--- src/rtl/uipp_ram.sv ---
// Generic simple dual-port RAM with one write port and a registered read port.
module uipp_ram #(
    parameter int W = 8,
    parameter int D = 16
) (
    input  logic                 clk,
    input  logic                 we,
    input  logic [$clog2(D)-1:0] waddr,
    input  logic [W-1:0]         wdata,
    input  logic [$clog2(D)-1:0] raddr,
    output logic [W-1:0]         rdata
);

    logic [W-1:0] mem [D];
    logic [W-1:0] rdata_reg;

    always_ff @(posedge clk)
    begin
        if (we)
        begin
            mem[waddr] <= wdata;
        end
        rdata_reg <= mem[raddr];
    end

    assign rdata = rdata_reg;

endmodule

--- config.mk ---
export PLATFORM = sky130hd
export DESIGN_NAME = uipp_ram
export DESIGN_NICKNAME = d
export VERILOG_FILES = /design/src/rtl/uipp_ram.sv
export SDC_FILE = /design/constraint.sdc
export NUM_CORES = 1
export LEC_CHECK = 0
export BUFFER_PORTS_ARGS = -buffer_cell sky130_fd_sc_hd__buf_2
export CORE_MARGIN = 4
export CORE_UTILIZATION = 45
export CTS_CLUSTER_DIAMETER = 60
export DETAILED_ROUTE_END_ITERATION = 16
export PLACE_DENSITY_LB_ADDON = 0.3
export SLEW_MARGIN = 20
export SYNTH_ARGS = -nofsm -noshare
export SYNTH_HDL_FRONTEND = slang
export SYNTH_SLANG_ARGS = --single-unit
--- constraint.sdc ---
create_clock -name clk -period 1.67 [get_ports clk]
set_input_delay 0.2505 -clock clk [delete_from_list [all_inputs] [get_ports clk]]
set_output_delay 0.2505 -clock clk [all_outputs]
set_load 0.005 [all_outputs]
* Word level (Yosys, flattened, before mapping)
Memory sizes are Yosys's and may differ from the RTL's. A register that Yosys moved wholly into a read port is not among the register bits.
Cells that the tools add are included.
** Operators by class
- Order comparisons :: 0
- Div/mod/pow operators :: 0
- Shifts and indexed selects :: 0
- Add/sub/neg operators :: 0
- Equality and inequality tests :: 0
- Bitwise operators :: 0
- Multiplexer cells :: 2
- $mul :: 0
- Reductions and logical operators :: 0
** Operator list (count)
- 1-bit two-way mux :: 2
** Word-level totals
- Bits in registers :: 0
- Bits of input ports :: 18
- Logic and storage cells :: 3
- Memories :: 1
- Bits in latches :: 0
- Output and inout bits :: 8
- Memory bits (writable) :: 128
- ROM bits :: 0
** Memories
- mem :: depth 16, bits a word 8, rd ports 1, clocked after memory_dff 1, write ports 1, line 14 : logic [W-1:0] mem [D];

* Logic depth before layout (Yosys ltp)
Gate-level depths: netlist of run 1.
- Depth after elaboration :: 2
- Gate-level depth with buffers :: 5
- Gate-level depth less buffers :: 3

* Least setup slack after synthesis of run 1
OpenSTA, ideal clock, no wires.
- Path kind :: input to register
- Start :: input waddr[2]
- End :: memory mem[0][0], enable pin
- Arrival :: 1.360 ns
- Path slack :: -0.073 ns
- Stages on the path :: 2
- Library setup time :: 0.383 ns
- Data required time :: 1.287 ns
- Cell sequence :: or3b_2 -> nor3_1
** RTL lines
- start: declaration :: line 8 : input logic [$clog2(D)-1:0] waddr,
- end: declaration :: line 14
No word-level cell before the write port.

==> flow_summary.toml, run 1 <==
[detailed_routing]
wl_um = 9489
via_per_inst = 5.559
drc_errors = 0
via_count = 2435
drt_first_pass_iters = 5
wire_per_inst_um = 21.66
drt_iter0_drc = 260
antenna_left = 0

[pwr]
pwr-share-clk = 0.460
switching_share = 0.2030
seqPwrFrac = 0.495
ir_drop_mv = 0.6086
comb_power_share = 0.046
p_leak_nw = 2.093
p_per_area_nw_per_um2 = 1263
total_power_mw = 7.762
p_switching_mw = 1.575
p_int_mw = 6.187

[layout]
fin_nets = 303
design_area_sq_um = 6148
fillers = 803
n_antenna_cell = 0
layoutNonFillerInstCount = 438
layout_common_cells = "128 x edfxtp_1, 25 x buf_2, 19 x buf_4"
largest_register_ffs = 128
final_common_cell = "edfxtp_1"
drive_gt1_frac = 0.3221
synthToLayoutAreaGrowth_pct = 19.45
utilization = 0.5574

[sta]
layout_min_cycle_time_ns = 1.403
rsz0062_at_grt = "false"
slew_viol_final = 0
period_share = 0.8400
fin_worst_skew_ns = 0.007894
hold_viol_final = 0
tns_ns = 0
worst_pin_slew_ns = 0.6978
worst_slack_ns = 0.2672
relSlewSlack = 0.5338
setup_viol = 0
whs_ns = 0.2297
fmax_mhz = 712.9

[synthesis]
postSynthRegisterBits = 136
synth_cells = 229
synth.avg_cell_area_sq_um = 22.48
synth_area_leaders = "edfxtp_1 75%, mux4_2 7.9%, mux4_1 7.1%"
syn_area_sq_um = 5147
synth_cell_type_count = 19
yosysSeqAreaShare = 0.7778
syn_nets = 247
synth_top_area_cell = "edfxtp_1"
synth_top_area_share = 0.7467
yosys_warnings = 0

[placement]
placed_cells = 406
dp_hpwl_um = 6090
port_buffers = 25
dpl_cell_area_sq_um = 5569
preCtsSetupSlack_ns = -0.06110
place_congestion = 0.7392

[worst_hold_path]
hold_depth = 1
min_to = "mem[5][6]"
min-delay-start = "wdata[6]"
holdCritPathClass = "in -> reg"

[critical_path]
worstReg2RegEnd = "rdata[2]"
cp_top_family = "multiplexers"
r2r_start = "mem[9][2]"
r2r_slack_ns = 0.27
r2r_cells = 3
path_class = "reg -> reg"
crit_fanout = 1
cp-end-kind = "flop"
crit_buf_inv = 0
start_kind = "flop"
cp_cell_sequence = "mux4_1 -> a22oi_1 -> nand2_1"
slowest_delay_ns = 0.51
required_ns = 1.95
slowest_stage = "mux4_1"
cp.arrival_ns = 1.68

[die]
top_level_ports = 26
dieArea_sq_um = 13210
start_util = 0.4667
die_w_um = 115.0
num_rows = 38
die_height_um = 115.0
core_sq_um = 11030

[clock_tree]
cts_tree = "built"
clk_pin_slew_ns = 0.06
cts-buffers-inserted = 17
numClockSinks = 136
clockBufferDepth = 2
ctsResizeCount = 0
htreeDepth = 4
cts_hold_buf = 0
postCtsSetupBuffers = 0
insertion_delay_ns = 0.41
root_buffer = "clkbuf_16"

[global_routing]
grt_pass1_vias = 2444
overflow = 0
antenna_found_initial = 0
track_usage = 0.1542
grt_pass1_wl_um = 14370
grt_start_max_net_pins = 33

[job]
drv_cap = 0

[status]
status = "completed"
[worst max-delay path by stage]
stage          slack (ns)  cells past startpoint   endpoint       from
6_report             0.27                      3   rdata[2]  mem[9][2]
5_1_grt              0.20                      3   rdata[2]  mem[9][2]
4_1_cts              0.25                      3   rdata[2]  mem[9][2]
3_5_place_dp        -0.06                      6   rdata[1]   raddr[0]
3_3_place_gp        -0.04                      6   rdata[3]   raddr[0]
2_1_floorplan        0.15                      2  mem[3][0]   waddr[2]
[area by class of cell]
type                    count  area [sq um]  area share
multi-input cells          83          1062      0.1728
clock buffers              19         432.9     0.07041
clock inverters            13         146.4     0.02381
repair buffers             47         327.8     0.05332
well taps                 140         175.2     0.02849
flip-flops and latches    136          4004      0.6512
[cell families after synthesis]
group           count (synthesis)  synth area share
flops                         136            0.7778
simple gates                   35           0.03184
mux                            32            0.1502
compound gates                 16           0.02334
buf+inv                        10           0.01677
[synthesized netlist by cell type, drive strengths merged]
master / instances
nor3: 4
nand2b: 2
nor2b: 1
nand3: 1
buf: 7
dfxtp: 8
nor2: 13
a22oi: 16
and2: 1
and2b: 1
mux4: 32
edfxtp: 128
clkdlybuf4s25: 3
nand3b: 2
or3b: 1
nand2: 9
[per-layer routing]
metal | wire length [um] | up-vias | global-route usage | share of wire
met5 | 0 | - | 0 | 0
met4 | 119 | 0 | 0.05869 | 0.013
met3 | 555 | 9 | 0.04211 | 0.058
met2 | 4603 | 64 | 0.2396 | 0.49
met1 | 4211 | 1275 | 0.2103 | 0.44
li1 | - | 1087 | - | -
[worst reg2reg max path, stage by stage (launching register included)]
cell      delay (ns)
edfxtp_1        0.36
mux4_1          0.51
a22oi_1         0.31
nand2_1         0.10
[power groups by stage]
stage | clock network, mW | logic (mW) | registers [mW]
detailed placement | 0 | 0.360 | 3.91
CTS | 3.63 | 0.362 | 3.84
finish | 3.57 | 0.354 | 3.84
global route | 3.80 | 0.386 | 3.84
global placement | 0 | 0.351 | 3.91
floorplan | 0 | 0.194 | 3.90
No activity file was read; power rests on OpenSTA's default activity.
==> inputs of run 2 (changes only) <==
==> constraint.sdc (replaced) <==
create_clock -name clk -period 1.2 [get_ports clk]
set_input_delay 0.18 -clock clk [delete_from_list [all_inputs] [get_ports clk]]
set_output_delay 0.18 -clock clk [all_outputs]
set_load 0.005 [all_outputs]
==> flow_summary.toml, run 2 (synthesis results as in run 1) <==
[global_routing]
antenna_found_initial = 0
grt_pass1_vias = 2585
grt_start_max_net_pins = 17
grt_pass1_wl_um = 15310
track_usage = 0.1633
overflow = 0

[job]
drv_cap = 0

[sta]
hold_viol_final = 0
worst_pin_slew_ns = 0.8800
relSlewSlack = 0.4122
slew_viol_final = 0
period_share = 1.054
layout_min_cycle_time_ns = 1.265
fin_worst_skew_ns = 0.007177
setup_viol = 8
rsz0062_at_grt = "true"
tns_ns = -0.3877
fmax_mhz = 790.6
worst_slack_ns = -0.06485

[pwr]
ir_drop_mv = 0.8420
comb_power_share = 0.049
seqPwrFrac = 0.469
pwr-share-clk = 0.482
p_switching_mw = 2.185
total_power_mw = 11.40
p_int_mw = 9.215
p_per_area_nw_per_um2 = 1805
switching_share = 0.1917
p_leak_nw = 2.123

[layout]
n_antenna_cell = 0
layoutNonFillerInstCount = 445
synthToLayoutAreaGrowth_pct = 22.68
layout_common_cells = "128 x edfxtp_1, 32 x mux4_2, 25 x buf_2, 25 x buf_4, 17 x clkbuf_16"
final_common_cell = "edfxtp_1"
design_area_sq_um = 6315
drive_gt1_frac = 0.4393
fin_nets = 310
utilization = 0.5725
largest_register_ffs = 128

[status]
violations = "negative setup slack"
status = "finished, violations left"

[critical_path]
cp-end-kind = "flop"
r2r_slack_ns = -0.06
worstReg2RegEnd = "rdata[4]"
required_ns = 1.48
crit_fanout = 1
cp.arrival_ns = 1.55
start_kind = "flop"
r2r_start = "mem[3][4]"
r2r_cells = 3
startpoint = "mem[3][4]"
endpoint = "rdata[4]"
path_class = "reg -> reg"

[placement]
dpl_cell_area_sq_um = 5632
placed_cells = 413
place_congestion = 0.7634
port_buffers = 25
dp_hpwl_um = 6373

[clock_tree]
cts_hold_buf = 0
postCtsSetupBuffers = 0
clockBufferDepth = 2
insertion_delay_ns = 0.41
htreeDepth = 4
numClockSinks = 136
clk_pin_slew_ns = 0.05
cts_tree = "built"
cts-buffers-inserted = 17
root_buffer = "clkbuf_16"

[die]
num_rows = 38
top_level_ports = 26
die_w_um = 115.0
core_sq_um = 11030
dieArea_sq_um = 13210
start_util = 0.4667
die_height_um = 115.0

[detailed_routing]
via_count = 2475
antenna_left = 0
wl_um = 9576
via_per_inst = 5.562
drt_first_pass_iters = 4
wire_per_inst_um = 21.52
drc_errors = 0
drt_iter0_drc = 204

[worst_hold_path]
holdCritPathClass = "in -> reg"
run 2: layer usage:
metal	routed length, um	vias to the layer above	global-route usage
li1	-	1094	-
met5	0	-	0
met1	4056	1285	0.2256
met4	90	0	0.06103
met2	4786	86	0.2508
met3	643	10	0.04526
run 2: critical path, stage by stage (launching register included):
cell and delay (ns):
edfxtp_1 0.35, mux4_2 0.48, a22oi_2 0.24, nand2_1 0.08
run 2: timing repair:
action                                  in CTS  in global routing
endpoints found under the setup margin       8                  8
pin swaps                                    3                  3
gates resized for setup                     10                  0
run 2: how the worst min path moves through the flow:
stage                     startpoint         end  slack (ns)  depth (start not counted)
after CTS                   wdata[5]   mem[8][5]        0.14                          1
after global routing        wdata[0]  mem[14][0]        0.16                          1
after floorplan             wdata[0]   mem[0][0]        0.28                          0
after global placement      rdata[4]    rdata[4]        0.56                          1
final                       wdata[5]   mem[6][5]        0.16                          1
after detailed placement    rdata[1]    rdata[1]        0.56                          1
run 2: power groups by stage:
| stage | clock (mW) | combinational (mW) | sequential, mW |
|---|---|---|---|
| after floorplan | 0 | 0.303 | 5.44 |
| after global placement | 0 | 0.535 | 5.44 |
| after detailed placement | 0 | 0.546 | 5.44 |
| after CTS | 5.59 | 0.570 | 5.35 |
| after global routing | 5.82 | 0.616 | 5.35 |
| final | 5.50 | 0.561 | 5.34 |
run 2: layout make-up:
type,instances,area (sq um)
tap,140,175.2
fill,819,4716
sequential,136,4004
clock inverter,11,171.4
timing repair buffer,54,392.9
clock buffer,21,470.5
multi-input combinational,83,1101
run 2: stage by stage:
step,setup slack (ns),hold slack (ns)
global placement,-0.4449,0.5642
CTS,-0.06167,0.1402
floorplan,-0.1131,0.2789
finish,-0.06485,0.1551
global route,-0.1423,0.1584
detailed placement,-0.4694,0.5602
==> inputs of run 3 (changes only) <==
--- a/config.mk
+++ b/config.mk
@@ -7,7 +7,7 @@
 export LEC_CHECK = 0
 export BUFFER_PORTS_ARGS = -buffer_cell sky130_fd_sc_hd__buf_2
 export CORE_MARGIN = 4
-export CORE_UTILIZATION = 45
+export CORE_UTILIZATION = 54
 export CTS_CLUSTER_DIAMETER = 60
 export DETAILED_ROUTE_END_ITERATION = 16
 export PLACE_DENSITY_LB_ADDON = 0.3
==> constraint.sdc (replaced) <==
create_clock -name clk -period 1.2 [get_ports clk]
set_input_delay 0.24 -clock clk [delete_from_list [all_inputs] [get_ports clk]]
set_output_delay 0.24 -clock clk [all_outputs]
set_load 0.005 [all_outputs]
==> flow_summary.toml, run 3 (synthesis results as in run 1) <==
[layout]
n_antenna_cell = 0
seq_area_sq_um = 4009
synthToLayoutAreaGrowth_pct = 26.86
largest_register_ffs = 128
fillers = 538
final_common_cell = "edfxtp_1"
layout_common_cells = "128 x edfxtp_1, 32 x mux4_2, 21 x buf_2"
design_area_sq_um = 6530
utilization = 0.7067
multi_input_area_sq_um = 1114
fin_nets = 315
drive_gt1_frac = 0.4774

[critical_path]
cp_cell_sequence = "mux4_2 -> a22oi_2 -> nand2_1"
required_ns = 1.59
r2r_cells = 3
cp.arrival_ns = 1.67
worst-path-stages = 3
slowest_delay_ns = 0.48
cp_top_family = "multiplexers"
crit_fanout = 1
start_kind = "flop"
r2r_slack_ns = -0.08
path_class = "reg -> reg"
worstReg2RegEnd = "rdata[7]"
r2r_start = "mem[11][7]"
cp-end-kind = "flop"
slowest_stage = "mux4_2"
crit_buf_inv = 0

[detailed_routing]
drc_errors = 0
drt_first_pass_iters = 4
via_count = 2467
drt_iter0_drc = 191
wl_met2_um = 4993
via_per_inst = 5.620
wl_met3_um = 593
highest_layer = "met4"
wire_per_inst_um = 22.15
m1WireLength_um = 4095
wl_um = 9725
antenna_left = 0

[clock_tree]
clockBufferDepth = 2
root_buffer = "clkbuf_8"
cts_tree = "built"
cts_hold_buf = 0
htreeDepth = 4
clk_pin_slew_ns = 0.06
numClockSinks = 136
insertion_delay_ns = 0.51
postCtsSetupBuffers = 0
cts-buffers-inserted = 17

[pwr]
ir_drop_mv = 0.9162
total_power_mw = 11.56
p_leak_nw = 2.199
p_per_area_nw_per_um2 = 1770

[die]
dieArea_sq_um = 11160
die_height_um = 105.6
die_w_um = 105.6
start_util = 0.5571
num_rows = 35
top_level_ports = 26
core_sq_um = 9240

[worst_hold_path]
hold_depth = 1
holdCritPathClass = "in -> reg"
min_to = "mem[9][5]"
min-delay-start = "wdata[5]"

[sta]
worst_slack_ns = -0.07809
hold_viol_final = 0
fin_worst_skew_ns = 0.01121
whs_ns = 0.1200
setup_viol = 10
slew_viol_final = 0
period_share = 1.065
fmax_mhz = 782.4
layout_min_cycle_time_ns = 1.278
rsz0062_at_grt = "true"
relSlewSlack = 0.3493
worst_pin_slew_ns = 0.9741

[global_routing]
grt_start_max_net_pins = 21
track_usage = 0.1968
grt_pass1_vias = 2681
grt_pass1_wl_um = 15610
overflow = 0
antenna_found_initial = 0

[placement]
dpl_cell_area_sq_um = 5806
port_buffers = 25
place_congestion = 0.7852
dp_hpwl_um = 6313
preCtsSetupSlack_ns = -0.4271

[job]
drv_cap = 0

[status]
status = "finished, violations left"
violations = "negative setup slack"
[run 3: cell type report]
| class | count | area share |
|---|---|---|
| flip-flops and latches | 136 | 0.6139 |
| clock buffers | 21 | 0.07032 |
| multi-input cells | 83 | 0.1705 |
| clock inverters | 11 | 0.02970 |
| repair buffers | 59 | 0.09082 |
| well taps | 129 | 0.02472 |
[run 3: routing by layer]
| metal | GRT usage | vias up |
|---|---|---|
| li1 | - | 1099 |
| met1 | 0.2651 | 1275 |
| met2 | 0.3078 | 89 |
| met3 | 0.05756 | 4 |
| met4 | 0.07493 | 0 |
| met5 | 0 | - |
[run 3: how the worst max path moves through the flow]
stage                          start   endpoint  slack (ns)
after floorplan             waddr[2]  mem[0][0]       -0.17
after global placement      raddr[0]   rdata[3]       -0.41
after detailed placement    raddr[0]   rdata[7]       -0.43
after CTS                 mem[11][7]   rdata[7]       -0.06
after global routing      mem[11][7]   rdata[7]       -0.11
final                     mem[11][7]   rdata[7]       -0.08
[run 3: metrics by stage]
step,cells,TNS [ns]
3_5_place_dp,407,-28.00
6_report,439,-0.3345
4_1_cts,439,-0.4898
3_3_place_gp,407,-27.12
2_1_floorplan,229,-3.848
5_1_grt,439,-0.9000
[run 3: what timing repair did]
item,4_1_cts,5_1_grt
pin swaps,1,1
gates cloned,0,0
gates resized for setup,11,7
setup endpoints to repair,13,14
[run 3: power by group]
| group | leakage (nW) | internal, mW | switching [mW] |
|---|---|---|---|
| logic | 0.657 | 0.304 | 0.308 |
| registers | 1.22 | 5.32 | 0.0385 |
| clock network | 0.319 | 3.76 | 1.83 |
